<file path="config.mk">
export PLATFORM = sky130hd
export DESIGN_NAME = arcade_io_and_interrupt_decoder_top
export DESIGN_NICKNAME = d
export VERILOG_FILES = /design/src/hdl/aidec_pkg.sv /design/src/hdl/aidec_ram.sv /design/src/hdl/aidec_ctrl.sv /design/src/hdl/arcade_io_and_interrupt_decoder_top.sv
export SDC_FILE = /design/constraint.sdc
export NUM_CORES = 1
export LEC_CHECK = 0
export BUFFER_PORTS_ARGS = -buffer_cell sky130_fd_sc_hd__buf_4
export CAP_MARGIN = 30
export CORE_MARGIN = 8
export CORE_UTILIZATION = 60
export CTS_BUF_LIST = sky130_fd_sc_hd__clkbuf_4 sky130_fd_sc_hd__clkbuf_8
export DETAILED_ROUTE_END_ITERATION = 7
export PLACE_DENSITY = 0.75
export SLEW_MARGIN = 20
export SYNTH_ARGS = -nofsm -noshare
export SYNTH_HDL_FRONTEND = slang
export SYNTH_SLANG_ARGS = --single-unit
</file>
<file path="constraint.sdc">
create_clock -name clk -period 3.4 [get_ports clk]
set_input_delay 0.68 -clock clk [delete_from_list [all_inputs] [get_ports clk]]
set_output_delay 0.68 -clock clk [all_outputs]
set_load 0.1 [all_outputs]
</file>
<file path="src/hdl/aidec_pkg.sv">
`default_nettype none
package aidec_pkg;

    // opcodes carried in the input tuser
    localparam logic [1:0] OP_WRITE = 2'd0;
    localparam logic [1:0] OP_READ  = 2'd1;
    localparam logic [1:0] OP_TICK  = 2'd2;

    // configuration register indexes
    localparam logic [1:0] CFG_BOARD_TYPE = 2'd0;
    localparam logic [1:0] CFG_DIP_BANK0  = 2'd1;
    localparam logic [1:0] CFG_DIP_BANK1  = 2'd2;
    localparam logic [1:0] CFG_DIP_BANK2  = 2'd3;

    // scroll ram geometry
    localparam int RAM_DEPTH = 64;
    localparam int RAM_AW    = $clog2(RAM_DEPTH);

    // bus map
    localparam logic [15:0] ADDR_RAM_BASE    = 16'hE000;
    localparam logic [15:0] ADDR_SPRITE_BANK = 16'hE043;
    localparam logic [15:0] ADDR_INT_ENABLE  = 16'hE044;
    localparam logic [15:0] ADDR_ROM_BANK    = 16'hF000;
    localparam logic [15:0] ADDR_DIP1        = 16'hF200;
    localparam logic [15:0] ADDR_SOUND_DIP2  = 16'hF400;
    localparam logic [15:0] ADDR_DIP0        = 16'hF600;
    localparam logic [15:0] ADDR_JOY2        = 16'hF601;
    localparam logic [15:0] ADDR_JOY1        = 16'hF602;
    localparam logic [15:0] ADDR_JOY3        = 16'hF603;

    // scroll bytes mirrored for the scroll_value output
    localparam logic [RAM_AW-1:0] SCROLL_LO_IDX = RAM_AW'(6'h06);
    localparam logic [RAM_AW-1:0] SCROLL_HI_IDX = RAM_AW'(6'h26);

    localparam logic [1:0] BOARD_BANKED   = 2'd2;
    localparam logic [7:0] IRQ_MASK_ALT   = 8'h02;
    localparam logic [7:0] IRQ_MASK_STD   = 8'h04;
    localparam logic [4:0] SLICE_LAST_16  = 5'd15;
    localparam logic [4:0] SLICE_LAST_32  = 5'd31;

    typedef struct packed {
        logic [1:0]  opcode;
        logic [15:0] bus_address;
        logic [7:0]  write_data;
        logic [7:0]  joy_port1;
        logic [7:0]  joy_port2;
        logic [7:0]  joy_port3;
    } aidec_item_t;

    typedef struct packed {
        logic        ram_we;
        logic        ram_re;
        logic [7:0]  rd_fixed;
        logic [7:0]  sprite_bank;
        logic        nmi_on;
        logic        irq_on;
        logic [2:0]  rom_bank;
        logic        sound_strobe;
        logic [7:0]  sound_byte;
        logic        irq_pulse;
        logic        nmi_pulse;
        logic [15:0] scroll_value;
    } aidec_res_t;

endpackage
`default_nettype wire

</file>
<file path="src/hdl/aidec_ram.sv">
`default_nettype none
module aidec_ram #(
    parameter int WIDTH = 8,
    parameter int DEPTH = 64
) (
    input  wire logic                     clk,
    input  wire logic                     we,
    input  wire logic [$clog2(DEPTH)-1:0] waddr,
    input  wire logic [WIDTH-1:0]         wdata,
    input  wire logic                     re,
    input  wire logic [$clog2(DEPTH)-1:0] raddr,
    output logic      [WIDTH-1:0]         rdata
);

    logic [WIDTH-1:0] mem [DEPTH];

    always_ff @(posedge clk)
    begin
        if (we)
        begin
            mem[waddr] <= wdata;
        end
        if (re)
        begin
            rdata <= mem[raddr];
        end
    end

endmodule
`default_nettype wire

</file>
<file path="src/hdl/aidec_ctrl.sv">
`default_nettype none
module aidec_ctrl
    import aidec_pkg::*;
(
    input  wire logic        clk,
    input  wire logic        rst_n,
    input  wire logic        cfg_we,
    input  wire logic [1:0]  cfg_index,
    input  wire logic [7:0]  cfg_data,
    input  wire aidec_item_t item,
    input  wire logic        accept,
    output aidec_res_t       res
);

    logic [1:0] board_reg;
    logic [7:0] dip0_reg;
    logic [7:0] dip1_reg;
    logic [7:0] dip2_reg;
    logic [7:0] sprite_reg;
    logic       nmi_reg;
    logic       irq_reg;
    logic [2:0] bank_reg;
    logic [4:0] slice_reg;
    logic [7:0] scroll_lo_reg;
    logic [7:0] scroll_hi_reg;

    logic [4:0] slice_next;
    logic [4:0] slice_last;
    logic       in_ram;
    logic [RAM_AW-1:0] ram_idx;
    logic [7:0] irq_mask;
    logic [7:0] scroll_lo_next;
    logic [7:0] scroll_hi_next;

    always_ff @(posedge clk or negedge rst_n)
    begin
        if (!rst_n)
        begin
            board_reg <= '0;
            dip0_reg  <= '0;
            dip1_reg  <= '0;
            dip2_reg  <= '0;
        end
        else if (cfg_we)
        begin
            unique case (cfg_index)
                CFG_BOARD_TYPE: board_reg <= cfg_data[1:0];
                CFG_DIP_BANK0:  dip0_reg  <= cfg_data;
                CFG_DIP_BANK1:  dip1_reg  <= cfg_data;
                CFG_DIP_BANK2:  dip2_reg  <= cfg_data;
                default:        board_reg <= board_reg;
            endcase
        end
    end

    assign in_ram   = (item.bus_address[15:RAM_AW] == ADDR_RAM_BASE[15:RAM_AW]);
    assign ram_idx  = item.bus_address[RAM_AW-1:0];
    assign irq_mask = board_reg[1] ? IRQ_MASK_ALT : IRQ_MASK_STD;
    assign slice_last = (board_reg != 2'd0) ? SLICE_LAST_16 : SLICE_LAST_32;

    always_comb
    begin
        res            = '0;
        res.sprite_bank = sprite_reg;
        res.nmi_on     = nmi_reg;
        res.irq_on     = irq_reg;
        res.rom_bank   = bank_reg;
        slice_next     = slice_reg;
        scroll_lo_next = scroll_lo_reg;
        scroll_hi_next = scroll_hi_reg;
        unique case (item.opcode)
            OP_WRITE:
            begin
                if (in_ram)
                begin
                    res.ram_we = 1'b1;
                    if (ram_idx == SCROLL_LO_IDX)
                    begin
                        scroll_lo_next = item.write_data;
                    end
                    if (ram_idx == SCROLL_HI_IDX)
                    begin
                        scroll_hi_next = item.write_data;
                    end
                end
                else if (item.bus_address == ADDR_SPRITE_BANK)
                begin
                    res.sprite_bank = item.write_data;
                end
                else if (item.bus_address == ADDR_INT_ENABLE)
                begin
                    res.nmi_on = item.write_data[0];
                    res.irq_on = |(item.write_data & irq_mask);
                end
                else if (item.bus_address == ADDR_ROM_BANK)
                begin
                    if (board_reg == BOARD_BANKED)
                    begin
                        res.rom_bank = item.write_data[7:5];
                    end
                end
                else if (item.bus_address == ADDR_SOUND_DIP2)
                begin
                    res.sound_strobe = 1'b1;
                    res.sound_byte   = item.write_data;
                end
            end
            OP_READ:
            begin
                unique case (item.bus_address)
                    ADDR_DIP1:       res.rd_fixed = dip1_reg;
                    ADDR_SOUND_DIP2: res.rd_fixed = dip2_reg;
                    ADDR_DIP0:       res.rd_fixed = dip0_reg;
                    ADDR_JOY2:       res.rd_fixed = ~item.joy_port2;
                    ADDR_JOY1:       res.rd_fixed = ~item.joy_port1;
                    ADDR_JOY3:       res.rd_fixed = ~item.joy_port3;
                    default:         res.ram_re   = in_ram;
                endcase
            end
            OP_TICK:
            begin
                res.irq_pulse = irq_reg && (slice_reg == slice_last);
                res.nmi_pulse = nmi_reg && slice_reg[0];
                // a board change can leave the count past the frame end
                slice_next = (slice_reg >= slice_last) ? 5'd0 : slice_reg + 5'd1;
            end
            default:
            begin
                slice_next = slice_reg;
            end
        endcase
        res.scroll_value = {scroll_hi_next, scroll_lo_next};
    end

    always_ff @(posedge clk or negedge rst_n)
    begin
        if (!rst_n)
        begin
            sprite_reg    <= '0;
            nmi_reg       <= 1'b0;
            irq_reg       <= 1'b0;
            bank_reg      <= '0;
            slice_reg     <= '0;
            scroll_lo_reg <= '0;
            scroll_hi_reg <= '0;
        end
        else if (accept)
        begin
            sprite_reg    <= res.sprite_bank;
            nmi_reg       <= res.nmi_on;
            irq_reg       <= res.irq_on;
            bank_reg      <= res.rom_bank;
            slice_reg     <= slice_next;
            scroll_lo_reg <= scroll_lo_next;
            scroll_hi_reg <= scroll_hi_next;
        end
    end

endmodule
`default_nettype wire

</file>
<file path="src/hdl/arcade_io_and_interrupt_decoder_top.sv">
// latency: a result is valid in the cycle after its input transfer
// throughput: one item per cycle while m_tready is high; a waiting result holds s_tready low
// the scroll ram read goes through the ram's registered read port
// reset clears all control registers and the scroll ram valid bits at once;
// no clearing pass is run, an unwritten ram entry reads as zero
`default_nettype none
module arcade_io_and_interrupt_decoder_top
    import aidec_pkg::*;
(
    input  wire logic        clk,
    input  wire logic        rst_n,
    input  wire logic        cfg_we,
    input  wire logic [1:0]  cfg_index,
    input  wire logic [7:0]  cfg_data,
    input  wire logic        s_tvalid,
    output logic             s_tready,
    // bus_address, write_data, joy_port1, joy_port2, joy_port3
    input  wire logic [47:0] s_tdata,
    // opcode
    input  wire logic [1:0]  s_tuser,
    output logic             m_tvalid,
    input  wire logic        m_tready,
    // read_data, sprite_bank, nmi_on, irq_on, rom_bank, sound_strobe,
    // sound_byte, irq_pulse, nmi_pulse, scroll_value
    output logic      [47:0] m_tdata
);

    aidec_item_t item;
    aidec_res_t  res;
    logic        accept;

    logic                 out_valid_reg;
    aidec_res_t           out_res_reg;
    logic                 out_ram_ok_reg;
    logic [RAM_DEPTH-1:0] ram_valid_reg;
    logic [7:0]           ram_rdata;
    logic [7:0]           read_data;
    logic [RAM_AW-1:0]    ram_idx;

    assign item.opcode      = s_tuser;
    assign item.bus_address = s_tdata[15:0];
    assign item.write_data  = s_tdata[23:16];
    assign item.joy_port1   = s_tdata[31:24];
    assign item.joy_port2   = s_tdata[39:32];
    assign item.joy_port3   = s_tdata[47:40];

    assign s_tready = !out_valid_reg || m_tready;
    assign accept   = s_tvalid && s_tready;
    assign ram_idx  = item.bus_address[RAM_AW-1:0];

    aidec_ctrl u_ctrl (
        .clk       (clk),
        .rst_n     (rst_n),
        .cfg_we    (cfg_we),
        .cfg_index (cfg_index),
        .cfg_data  (cfg_data),
        .item      (item),
        .accept    (accept),
        .res       (res)
    );

    aidec_ram #(
        .WIDTH (8),
        .DEPTH (RAM_DEPTH)
    ) u_ram (
        .clk   (clk),
        .we    (accept && res.ram_we),
        .waddr (ram_idx),
        .wdata (item.write_data),
        .re    (accept && res.ram_re),
        .raddr (ram_idx),
        .rdata (ram_rdata)
    );

    always_ff @(posedge clk or negedge rst_n)
    begin
        if (!rst_n)
        begin
            ram_valid_reg <= '0;
            out_valid_reg <= 1'b0;
        end
        else
        begin
            if (accept && res.ram_we)
            begin
                ram_valid_reg[ram_idx] <= 1'b1;
            end
            if (accept)
            begin
                out_valid_reg <= 1'b1;
            end
            else if (m_tready)
            begin
                out_valid_reg <= 1'b0;
            end
        end
    end

    always_ff @(posedge clk)
    begin
        if (accept)
        begin
            out_res_reg    <= res;
            out_ram_ok_reg <= ram_valid_reg[ram_idx];
        end
    end

    // ram data is held by the read port until the next ram read transfer
    assign read_data = (out_res_reg.ram_re && out_ram_ok_reg) ? ram_rdata
                                                              : out_res_reg.rd_fixed;

    assign m_tvalid = out_valid_reg;
    assign m_tdata  = {out_res_reg.scroll_value,
                       out_res_reg.nmi_pulse,
                       out_res_reg.irq_pulse,
                       out_res_reg.sound_byte,
                       out_res_reg.sound_strobe,
                       out_res_reg.rom_bank,
                       out_res_reg.irq_on,
                       out_res_reg.nmi_on,
                       out_res_reg.sprite_bank,
                       read_data};

endmodule
`default_nettype wire

</file>
Word level (Yosys, flattened, before mapping)
Memory sizes are Yosys's and may differ from the RTL's. A register that Yosys moved wholly into a read port is not among the register bits.
Cells that the tools add are included.
W data, S select, Z words.
{"block": "op_classes", "add_sub_neg": 1, "n_lt_le_gt_ge": 3, "n_eq_ne": 19, "muxes": 33, "bitwise": 7, "reduce_logical": 22}
{"cell": "$eq A16 B16 Y1 const B", "n": 9}
{"cell": "$mux W8", "n": 8}
{"cell": "$or A64 B64 Y64", "n": 1}
{"cell": "$pmux W8 S6", "n": 1}
{"cell": "$mux W22", "n": 2}
{"cell": "$mux W9", "n": 3}
{"cell": "$not A8 Y8", "n": 3}
{"cell": "$mux W14", "n": 1}
{"cell": "$mux W12", "n": 1}
{"cell": "$reduce_or A6 Y1", "n": 2}
{"cell": "$eq A10 B10 Y1 const B", "n": 1}
{"cell": "$mux W5", "n": 2}
{"cell": "$reduce_and A2 Y1", "n": 5}
{"cell": "$mux W1", "n": 9}
{"cell": "$mux W3", "n": 3}
{"cell": "$and A8 B8 Y8", "n": 1}
{"cell": "$eq A2 B2 Y1 const B", "n": 4}
{"cell": "$reduce_or A8 Y1", "n": 1}
{"cell": "$logic_and A1 B1 Y1", "n": 7}
{"cell": "$lt A6 B7 Y1 const B", "n": 1}
{"cell": "$bmux W1 S6", "n": 1}
{"cell": "$demux W1 S6", "n": 1}
{"cell": "$eq A6 B3 Y1 const B", "n": 1}
{"cell": "$eq A6 B6 Y1 const B", "n": 1}
{"cell": "12 further kinds", "n": 16}
{"block": "totals", "regBits": 175, "mem_bits_rw": 512, "inputBits": 65, "out_inout_bits": 50, "wordCells": 111, "memories": 1}
{"name": "u_ram.mem", "depth": 64, "word_bits": 8, "read_ports": 1, "rd_clocked_by_memory_dff": 1, "write_ports": 1, "line": "aidec_ram.sv:15", "source": "logic [WIDTH-1:0] mem [DEPTH];"}

Logic depth before layout (Yosys ltp)
Gate-level depths: netlist of run 1.
{"block": "depth", "depth_word": 7, "depth_mapped": 10, "mapped_depth_nobuf": 7}

Cells and area by module
A second synthesis of run 1 with hierarchy kept.
{"block": "unflattened", "cells_unflattened": 1581, "area_unflattened_um2": 28577.4}
{"mod": "aidec_ram", "n_inst": 1, "cells_per_inst": 940, "area_per_inst_um2": 20246.9, "seq_area_each_um2": 15615.0}
{"mod": "arcade_io_and_interrupt_decoder_top", "n_inst": 1, "cells_per_inst": 334, "area_per_inst_um2": 4765.8, "seq_area_each_um2": 3128.0}
{"mod": "aidec_ctrl", "n_inst": 1, "cells_per_inst": 307, "area_per_inst_um2": 3564.7, "seq_area_each_um2": 1501.4}

Least setup slack after synthesis of run 1
OpenSTA, ideal clock, no wires.
{"block": "synth_timing", "path_kind": "register -> register", "start": "register out_valid_reg, in the netlist m_tvalid", "end": "register u_ctrl.scroll_lo_reg[0]", "setup_time_ps": 125, "t_arrival_ps": 4163, "required_time_ps": 3275, "setup_slack_ps": -888, "path_stages_with_launch": 6, "path_buffers": 0, "synth_period_minus_slack_ps": 4288, "path_cell_list": "dfrtp_1 > nand2b_1 > nand2_1 > inv_1 > nand4_1 > mux2_2"}
{"block": "synth_between", "elab_chain_cells": 3}
{"item": "start: declaration", "line": "arcade_io_and_interrupt_decoder_top.sv:32", "source": "logic out_valid_reg;"}
{"item": "start signal: assignment", "line": "arcade_io_and_interrupt_decoder_top.sv:80", "source": "out_valid_reg <= 1'b0;"}
{"item": "start signal: assignment", "line": "arcade_io_and_interrupt_decoder_top.sv:90", "source": "out_valid_reg <= 1'b1;"}
{"item": "start signal: assignment", "line": "arcade_io_and_interrupt_decoder_top.sv:94", "source": "out_valid_reg <= 1'b0;"}
{"item": "$logic_not A1 Y1", "line": "arcade_io_and_interrupt_decoder_top.sv:47", "source": "assign s_tready = !out_valid_reg || m_tready;"}
{"item": "$logic_or A1 B1 Y1", "line": "arcade_io_and_interrupt_decoder_top.sv:47"}
{"item": "net s_tready", "line": "arcade_io_and_interrupt_decoder_top.sv:16", "source": "output logic s_tready,"}
{"item": "$logic_and A1 B1 Y1", "line": "arcade_io_and_interrupt_decoder_top.sv:48", "source": "assign accept = s_tvalid && s_tready;"}
{"item": "net accept", "line": "arcade_io_and_interrupt_decoder_top.sv:30", "source": "logic accept;"}
{"item": "end signal: assignment", "line": "aidec_ctrl.sv:154", "source": "scroll_lo_reg <= scroll_lo_next;"}
{"item": "end: declaration", "line": "aidec_ctrl.sv:24", "source": "logic [7:0] scroll_lo_reg;"}
The timed path passes the listed nets, and every way through them passes these cells.
A chain may end at the register's enable or synchronous reset.

Final worst setup path of run 1
{"block": "layout_timing", "start": "register out_res_reg[48] (netlist bit)", "end": "output m_tdata[1]"}
{"block": "layout_between", "elab_chain_cells": 2}
{"item": "start: declaration", "line": "arcade_io_and_interrupt_decoder_top.sv:33", "source": "aidec_res_t out_res_reg;"}
{"item": "start signal: assignment", "line": "arcade_io_and_interrupt_decoder_top.sv:103", "source": "out_res_reg <= res;"}
{"item": "$logic_and A1 B1 Y1", "line": "arcade_io_and_interrupt_decoder_top.sv:109", "source": "assign read_data = (out_res_reg.ram_re && out_ram_ok_reg) ? ram_rdata"}
{"item": "$mux W8", "line": "arcade_io_and_interrupt_decoder_top.sv:109"}
{"item": "end: declaration", "line": "arcade_io_and_interrupt_decoder_top.sv:25", "source": "output logic [47:0] m_tdata"}
Every way passes these cells.

==> results.md, run 1 <==
- Status: complete, no violations
- Multi-input gate area: approximately 0.0074 mm²
- Clock-pin slew on the worst setup and hold paths: approximately 0.070 ns
- GP Congestion: 0.882
- Largest net degree at the start of global routing: 74
- Post-synthesis cell type count: 67
- Clk pwr share: 40.1%
- Share of cells above drive strength 1: 32.2%
- Root Buffer: clkbuf_8
- Via Count: between 15,000 and 20,000
- CTS Buf Count: 105
- Post-DP Area: 0.0304 mm²
- Synth area leaders: edfxtp_1 (60%), dfrtp_1 (11%), mux2_2 (4.7%), mux2i_1 (4.7%), mux4_2 (4.3%)
- Post-Synthesis Cells: 1,716
- Routing usage on met1: 34.9%
- Placed insts: between 2,000 and 2,500
- Number of flops mapped to enable cells by yosys: 570
- Crit share post-route: 81.2%
- Internal power: ~14 mW
- Number of max-cap violations: 0
- Non-Filler Cell Area, Final: 0.0327 mm²
- Initial DRC count: 1,807
- Cell Rows: 80
- Syn Nets: 1,783
- Async S/R FF share, synth: between 15 and 20%
- Die footprint: around 0.055 mm²
- NetSw: ~4.2 mW
- P_leak: 12.1 nW
- Startpoint types: flip-flop
- Total Routed Length: 70,400 µm
- Clock sink count: 695
- Area grow syn2layout: 14.7%
- Remaining DRCs: 0
- Worst path slowest cell: mux2_2
- CTS H-tree lvls: 3
- Routed Antenna Nets: 0
- Crit. Startpoint: out_res_reg[48]$_DFFE_PP_
- Most common cell after layout, fill and taps aside: edfxtp_1
- Worst r2r src: m_tvalid$_DFFE_PN0P_
- Post-DR wirelength/cell: 26.6 µm
- Vias per cell: 6.33
- Final Max Slew Viols: 0
- Final setup viols: 0
- Initial antenna violation count: 3
- Synth top area share: 60.0%
- Skew-Pair Late Insertion Delay: 0.73 ns
- Synth area leader: edfxtp_1
- GRT busiest layer: met2
- Final Hold Slack: between 0.15 and 0.2 ns
- Die height: 234 µm
- Largest register FFs: 512
- Setup_tns: 0 ns
- RSZ-0062 raised after global routing: no
- Vias in the first global route: 17,091
- Comb power frac: 7.1%
- Seq pwr share: 52.8%
- Final min period: 2.76 ns
- Clock buffer depth: 3
- Initial Util: approximately three fifths
- Register area share after synthesis: 71.0%
- Ys flop type: edfxtp_1
- Hold Crit Class: input port to flip-flop
- Slew at the pin closest to its max-slew limit: 0.957 ns
- Final Net Count: 2,005
- CTS tree: done
- Final HPWL DP: 44,400 µm
- Worst Skew: around 0.03 ns
- First-pass GRT wire length: 105,000 µm
- Setup Fix Bufs, Post-CTS: 0
- Crit path kind: flip-flop to output port
- Sw Ratio: 23.6%
- Max Clk Rate: 0.362 GHz
- CP required: 2.72 ns
- VDD IR max: 0.000426 V
- Crit Path Max Fanout: 8
- Pwr dens: about 540 mW/mm²
- GRT met3 Usage: 6.39%
- Grt ovf: 0
- Most frequent cells in the layout: edfxtp_1 (570), buf_4 (235), mux2i_1 (134), dfrtp_1 (124), mux2_2 (120)
- CORE AREA: 0.0473 mm²
- Cell Count, Final, Fillers Out: around 2,600
- Crit-path cells: nand2_1 -> mux2_2 -> buf_4
- WP data arrival: 2.08 ns
- HP Start: s_tvalid
- Cell Area, Synth: around 0.029 mm²
- Storage cell area: 0.0202 mm²
- Total Routing Usage GR: between 20% and 30%
- Num ports: 115
- Initial DRT Pass Iterations: 6
- Post-layout util: 69.1%
- Crit path buffers/inverters: 1
- Crit. End Element: output port
- Antenna diodes: 0
- Crit path max-delay family: multiplexers
- Final Hold Vio Count: 0
- Synthesis-stage register bit count: 695
- Die W: 234 µm
- Fill count: 3,025
- CP max stage delay: roughly 0.40 ns
- Max_slew headroom: 36.0%
- Synth warn: 0
- Syn Area/Cell: 16.6 µm²
- GR Util met2: roughly two fifths
- Port-buffer cells: 114
==> cells by family (layout without fill, tap and decap cells) <==
logic type | Yosys count | in the layout | share of synthesized area [%]
adders and majority gates | 2 | 2 | 0.0877
buffers and inverters | 144 | 458 | 3.01
DFF | 695 | 695 | 71.0
muxes | 308 | 308 | 13.7
and+or+nand+nor | 315 | 315 | 5.72
AOI/OAI and AO/OA | 252 | 252 | 6.50
==> power groups by stage <==
stage | clock [mW] | combinational [mW] | sequential [mW]
after floorplan | 0 | 0.775 | 9.55
after global placement | 0 | 1.22 | 9.56
after detailed placement | 0 | 1.25 | 9.57
after CTS | 7.21 | 1.25 | 9.40
after global routing | 7.57 | 1.33 | 9.40
final | 7.13 | 1.26 | 9.40
==> area by class of cell <==
class	instances	share of cell area, %
clock inverters	46	1.15
flip-flops and latches	695	61.9
repair buffers	248	6.07
clock buffers	153	5.65
multi-input cells	877	22.7
well taps	615	2.35
inverters	11	0.138
==> cells in the mapped netlist, types with 9 or more instances <==
master    number
edfxtp_1     570
mux2i_1      134
dfrtp_1      125
mux2_2       120
nor2_1       100
buf_4         67
nand2_1       62
mux4_2        54
o21bai_1      51
a22oi_1       38
nand3_1       36
clkbuf_1      34
a21oi_1       32
o21ai_0       29
buf_2         24
o221ai_1      21
o22ai_1       18
or2_2         18
nand2b_1      15
and2_1        10
inv_1         10
nor3_1         9
==> metal layers <==
layer / vias up / share of wire, %
met5: - / 0.036
met4: 4 / 3.6
met3: 184 / 8.1
met2: 826 / 48
met1: 8564 / 40
li1: 7171 / -
==> what timing repair did <==
action | in CTS | in global routing
hold buffers | 0 | 1
resized for setup | 0 | 0
hold endpoints to repair | 0 | 10
==> final timing paths <==
kind / to / cells past startpoint / slack, ns
min in group asynchronous: u_ctrl.dip0_reg[1]$_DFFE_PN0P_ / 2 / 0.37
worst min-delay path: m_tvalid$_DFFE_PN0P_ / 2 / 0.19
worst max-delay path: m_tdata[1] / 3 / 0.64
worst min register to register: ram_valid_reg[4]$_DFFE_PN0P_ / 1 / 0.46
worst max register to register: u_ram.mem[49][3]$_DFFE_PP_ / 5 / 1.21
max in group asynchronous: ram_valid_reg[26]$_DFFE_PN0P_ / 4 / 2.03
==> per-stage QoR <==
step                      setup WS, ns  total power, mW
after detailed placement         0.295             10.8
after global routing             0.568             18.3
after CTS                        0.596             17.9
final                            0.639             17.8
after global placement           0.310             10.8
after floorplan                  0.179             10.3
Note: power is estimated with default switching activity, not from simulation.
==> run 2, diff against run 1 <==
- clock period: 3.4 -> 2.85 ns (I/O delays scaled with it)
==> results.md, run 2 (synthesis results as in run 1) <==
- Status: complete, no violations
- Non-Filler Cell Area, Final: ~0.033 mm²
- Pre-CTS WS: -0.00172 ns
- Number of max-cap violations: 0
- Clock buffer depth: 3
- Die footprint: 0.0548 mm²
- Root Buffer: clkbuf_8
- Fill count: 3,000
- Largest register FFs: ~510
- Cell Count, Final, Fillers Out: around 2,700
- Register-to-Register Path Depth: 5
- CORE AREA: approximately 0.047 mm²
- Initial DRT Pass Iterations: 5
- Crit share post-route: 95.4%
- CTS Buf Count: around 110
- P_leak: 12.4 nW
- Max_slew headroom: 39.4%
- Seq pwr share: a little over half
- Placed insts: 2,499
- Die W: 234 µm
- GP Congestion: 0.923
- Most common cell after layout, fill and taps aside: edfxtp_1
- Clk pwr share: 39.4%
- Routed Antenna Nets: 0
- Clock-pin slew on the worst setup and hold paths: around 0.06 ns
- Pwr dens: ~640 mW/mm²
- Crit Path Max Fanout: 8
- Num ports: 115
- Final setup viols: 0
- Post-layout util: roughly 70%
- Die height: about 230 µm
- Hold EP: u_ctrl.dip2_reg[7]$_DFFE_PN0P_
- Grt ovf: 0
- DR WL met2: about 35,000 µm
- Share of cells above drive strength 1: 33.7%
- Largest net degree at the start of global routing: 74
- Initial Util: 60.2%
- Remaining DRCs: 0
- Post-DR wirelength/cell: 26.2 µm
- Sw Ratio: a little under a quarter
- CTS tree: done
- VDD IR max: roughly 0.00053 V
- Final min period: 2.72 ns
- Hold Crit Class: input port to flip-flop
- Port-buffer cells: between 100 and 150
- Final HPWL DP: 45,500 µm
- Final Net Count: 2,059
- Post-DP Area: 0.0310 mm²
- Setup_tns: 0 ns
- Most frequent cells in the layout: edfxtp_1 (570), buf_4 (285), mux2i_1 (134), dfrtp_1 (124), mux2_2 (120)
- Worst Skew: approximately 0.032 ns
- WL met3: between 6000 and 7000 µm
- Final Hold Vio Count: 0
- HP Start: cfg_data[7]
- Crit. End Element: output port
- Area grow syn2layout: 16.3%
- Crit path kind: flip-flop to output port
- Initial DRC count: slightly below 2,000
- Top layer in use: met5
- Final setup margin: 0.132 ns
- Slew at the pin closest to its max-slew limit: around 0.91 ns
- Vias per cell: 6.32
- R2r endpoint: u_ram.mem[34][5]$_DFFE_PP_
- Skew-Pair Late Insertion Delay: 0.70 ns
- Clock sink count: ~700
- Wl on met1: roughly 27,000 µm
- Reg2Reg Setup Slack: 0.74 ns
- NetSw: 4.82 mW
- Setup Fix Bufs, Post-CTS: 0
- RSZ-0062 raised after global routing: no
- Comb power frac: 7.4%
- CP required: ~2.3 ns
- Total Routing Usage GR: 26.0%
- Post-CTS sizing: 0
- Initial antenna violation count: 3
- Total Routed Length: 70,700 µm
- Cell Rows: 80
- Worst r2r src: m_tvalid$_DFFE_PN0P_
- First-pass GRT wire length: between 100,000 and 150,000 µm
- Final Max Slew Viols: 0
- WP data arrival: around 2.2 ns
- Via Count: 17,021
- Internal power: ~16 mW
- Max Clk Rate: about 0.37 GHz
- Vias in the first global route: 17,235
- Hold Path Cell Cnt: 2
- CTS H-tree lvls: 3
- Startpoint types: flip-flop
==> run 2: cell type report <==
class / count / area [µm²] / share of cell area [%]
sequential: 695 / 20200 / 61.1
multi-input combinational: 877 / 7450 / 22.5
timing repair buffer: 302 / 2460 / 7.43
clock buffer: 166 / 1970 / 5.95
tap: 615 / 769 / 2.32
clock inverter: 28 / 210 / 0.634
inverter: 11 / 45.0 / 0.136
antenna: 1 / 2.50 / 0.00755
==> run 2: worst max-delay path, stage by stage, from the launching register on <==
cell and delay [ns]:
edfxtp_1 0.43, nand2_1 0.39, mux2_2 0.41, buf_4 0.24
==> run 2: power groups by stage <==
stage	logic, mW	registers [mW]	clock network (mW)
final	1.57	11.2	8.30
after global routing	1.66	11.2	8.86
after CTS	1.56	11.2	8.45
after detailed placement	1.55	11.4	0
after global placement	1.52	11.4	0
after floorplan	0.927	11.4	0
==> run 2: timing repair <==
item,4_1_cts,5_1_grt
endpoints found under the hold margin,35,0
setup endpoints to repair,0,0
hold buffers,1,0
==> run 2: per-layer routing <==
layer	global-route usage [%]	up-vias
met3	5.79	150
met1	34.7	8685
met4	9.93	2
met5	0	-
li1	-	7280
met2	41.7	904
==> run 2: how the worst max path moves through the flow <==
| stage | from | end | depth (start not counted) |
|---|---|---|---|
| 6_report | out_ram_ok_reg$_DFFE_PP_ | m_tdata[3] | 3 |
| 5_1_grt | out_ram_ok_reg$_DFFE_PP_ | m_tdata[0] | 3 |
| 4_1_cts | out_ram_ok_reg$_DFFE_PP_ | m_tdata[1] | 3 |
| 3_5_place_dp | s_tdata[0] | u_ram.rdata[1]$_DFFE_PP_ | 9 |
| 3_3_place_gp | s_tdata[1] | u_ram.rdata[1]$_DFFE_PP_ | 8 |
| 2_1_floorplan | m_tvalid$_DFFE_PN0P_ | u_ctrl.scroll_lo_reg[0]$_DFFE_PN0P_ | 5 |
==> run 2: metrics by stage <==
| step | hold slack, ns | total power [mW] |
|---|---|---|
| after floorplan | 0.274 | 12.3 |
| after global placement | 0.451 | 12.9 |
| after detailed placement | 0.457 | 13.0 |
| after CTS | 0.0762 | 21.2 |
| after global routing | 0.0848 | 21.7 |
| final | 0.131 | 21.1 |
==> run 3, diff against run 2 <==
- ABC_AREA: unset -> 1
- ABC_CLOCK_PERIOD_IN_PS: unset -> 2850
- RECOVER_POWER: unset -> 100
==> results.md, run 3 <==
- Status: complete, but fails checks
- Failing checks: max-capacitance violations, max-slew violations
- Storage cell area: 0.0202 mm²
- Most common cell after layout, fill and taps aside: nand2_1
- Vias in the first global route: between 20,000 and 25,000
- Worst Skew: about 0.030 ns
- Setup_tns: 0 ns
- Cell Area, Synth: 0.0304 mm²
- Final Hold Slack: 0.167 ns
- Antenna diodes: 0
- Ys flop type: edfxtp_1
- Pre-CTS WS: 0.192 ns
- Final Max Slew Viols: ~180
- Slew at the pin closest to its max-slew limit: between 2 and 2.5 ns
- Final HPWL DP: 53,300 µm
- Number of max-cap violations: 6
- Worst r2r src: m_tvalid$_DFFE_PN0P_
- Max Clk Rate: around 0.37 GHz
- CP max stage delay: 1.00 ns
- Syn Nets: 3,148
- Crit-path cells: clkbuf_8 -> nor2_1 -> clkbuf_1 -> a21oi_1 -> nand3_1 -> nand3_1 -> nand2_1 -> nand2_1 -> nand2_1 -> inv_1 -> nand2_1
- GRT busiest layer: met2
- Final setup margin: 0.166 ns
- Worst setup path end: u_ram.rdata[6]$_DFFE_PP_
- Area grow syn2layout: 12.5%
- Synthesis-stage register bit count: 695
- GR Util met2: 43.9%
- Max_slew headroom: -39.3%
- Async S/R FF share, synth: 18.0%
- WP data arrival: 3.24 ns
- Cell Rows: 82
- Clock-pin slew on the worst setup and hold paths: about 0.06 ns
- Synth top area share: 56.4%
- Post-synthesis cell type count: 38
- Clock buffer depth: 3
- CTS tree: done
- Clock sink count: 695
- Initial Util: a little over 60%
- Most frequent cells in the layout: nand2_1 (1,539), edfxtp_1 (570), inv_1 (152), nand3_1 (140), dfrtp_1 (125)
- Synth warn: 0
- Total Routed Length: 81,300 µm
- Startpoint types: input port
- Grt ovf: 0
- Crit. Startpoint: s_tdata[0]
- Crit share post-route: 94.2%
- Largest net degree at the start of global routing: between 100 and 150
- Register-to-Register Path Depth: 7
- Post-Synthesis Cells: 3,081
- Post-CTS sizing: 0
- Initial DRC count: 2,729
- HP Start: m_tready
- Hold_buf cts: 1
- Skew-Pair Late Insertion Delay: 0.71 ns
- Total Routing Usage GR: 28.1%
- Synth area leaders: edfxtp_1 (56%), nand2_1 (19%), dfrtp_1 (10%), nand3_1 (2.3%), inv_1 (1.8%)
- Top-count cell post-synth: nand2_1
- Most frequent CP cell: nand2_1
- Num ports: ~120
- CTS H-tree lvls: 3
- Post-DR wirelength/cell: 20.1 µm
- CP required: about 3.4 ns
- Pwr dens: 637 mW/mm²
- Register area share after synthesis: 66.7%
- Via Count: 22,740
- VDD IR max: 0.000655 V
- Hold Crit Class: input port to flip-flop
- R2r endpoint: u_ctrl.sprite_reg[4]$_DFFE_PN0P_
- Routed Antenna Nets: 0
- Final setup viols: 0
- Crit path kind: input port to flip-flop
- Die footprint: 0.0580 mm²
- Multi-input gate area: 0.00856 mm²
- CORE AREA: around 0.05 mm²
- Crit. End Element: flip-flop
- Port-buffer cells: about 110
- First-pass GRT wire length: 125,000 µm
- Syn Area/Cell: roughly 10 µm²
- Remaining DRCs: 0
- Routing usage on met1: 37.7%
- Final min period: 2.68 ns
- Setup Fix Bufs, Post-CTS: 0
- Largest register FFs: 512
- Initial DRT Pass Iterations: 8
- CTS Buf Count: about 110
- Fill count: around 3,900
- Final Net Count: 3,342
- Vias per cell: 5.63
- Initial antenna violation count: 0
- Synth area leader: edfxtp_1
- GP Congestion: about 0.97
- Reg2Reg Setup Slack: about 0.34 ns
- Number of flops mapped to enable cells by yosys: 570
- Share of cells above drive strength 1: 11.5%
- Post-synth top cells: nand2_1 (1,533), edfxtp_1 (570), inv_1 (149), nand3_1 (139), dfrtp_1 (125)
- RSZ-0062 raised after global routing: no
- Crit Path Max Fanout: 21
- Final Hold Vio Count: 0
- GRT met3 Usage: 5.98%
- Die height: roughly 240 µm
- Die W: 241 µm
- P_leak: 14.6 nW
- Root Buffer: clkbuf_8
- Worst path slowest cell: clkbuf_1
==> run 3: worst min path at each step <==
| stage | slack, ns | cells past startpoint | to |
|---|---|---|---|
| global route | 0.16 | 3 | u_ctrl.dip2_reg[2]$_DFFE_PN0P_ |
| floorplan | 0.27 | 0 | m_tvalid$_DFFE_PN0P_ |
| detailed placement | 0.44 | 2 | ram_valid_reg[46]$_DFFE_PN0P_ |
| finish | 0.17 | 4 | m_tvalid$_DFFE_PN0P_ |
| CTS | 0.13 | 4 | m_tvalid$_DFFE_PN0P_ |
| global placement | 0.43 | 2 | ram_valid_reg[16]$_DFFE_PN0P_ |
==> run 3: layout make-up <==
| type | instances | area share (%) |
|---|---|---|
| Clock buffer | 152 | 5.43 |
| Clock inverter | 49 | 1.27 |
| Inverter | 160 | 1.78 |
| Multi-Input combinational cell | 2051 | 25.1 |
| Sequential cell | 695 | 59.3 |
| Tap cell | 672 | 2.46 |
| Timing Repair Buffer | 261 | 4.69 |
==> run 3: power by group <==
group          switching, mW  internal [mW]
Combinational           1.39          0.417
Sequential            0.0891           11.2
Clock                   3.85           4.86
Total                   5.33           16.4
==> run 3: routing by layer <==
layer,vias up,wire length [µm]
li1,10440,-
met1,10808,31700
met2,1279,37600
met3,213,8810
met4,0,3250
met5,-,0
==> run 3: per-stage QoR <==
stage | cell area [µm²] | utilization [%] | power [mW] | instances
after global placement | 32500 | 64.9 | 13.2 | 3838
after detailed placement | 32500 | 64.9 | 13.3 | 3838
after global routing | 34100 | 68.2 | 22.5 | 4040
after floorplan | 30400 | - | 12.5 | 3081
final | 34100 | 68.2 | 21.8 | 4040
after CTS | 34800 | 69.5 | 21.9 | 4040
==> run 3: kinds of logic after synthesis <==
group / after synthesis / synth area share (%)
buffers and inverters: 335 / 4.94
and+or+nand+nor: 1877 / 24.7
DFF: 695 / 66.7
muxes: 8 / 0.297
adders and majority gates: 2 / 0.0824
AOI/OAI and AO/OA: 164 / 3.28
==> run 3: worst max-delay path, delay by kind of cell <==
family / cells / cell delay (ns)
simple gates: 7 / 1.20
compound gates: 1 / 0.16
buf+inv: 3 / 1.26
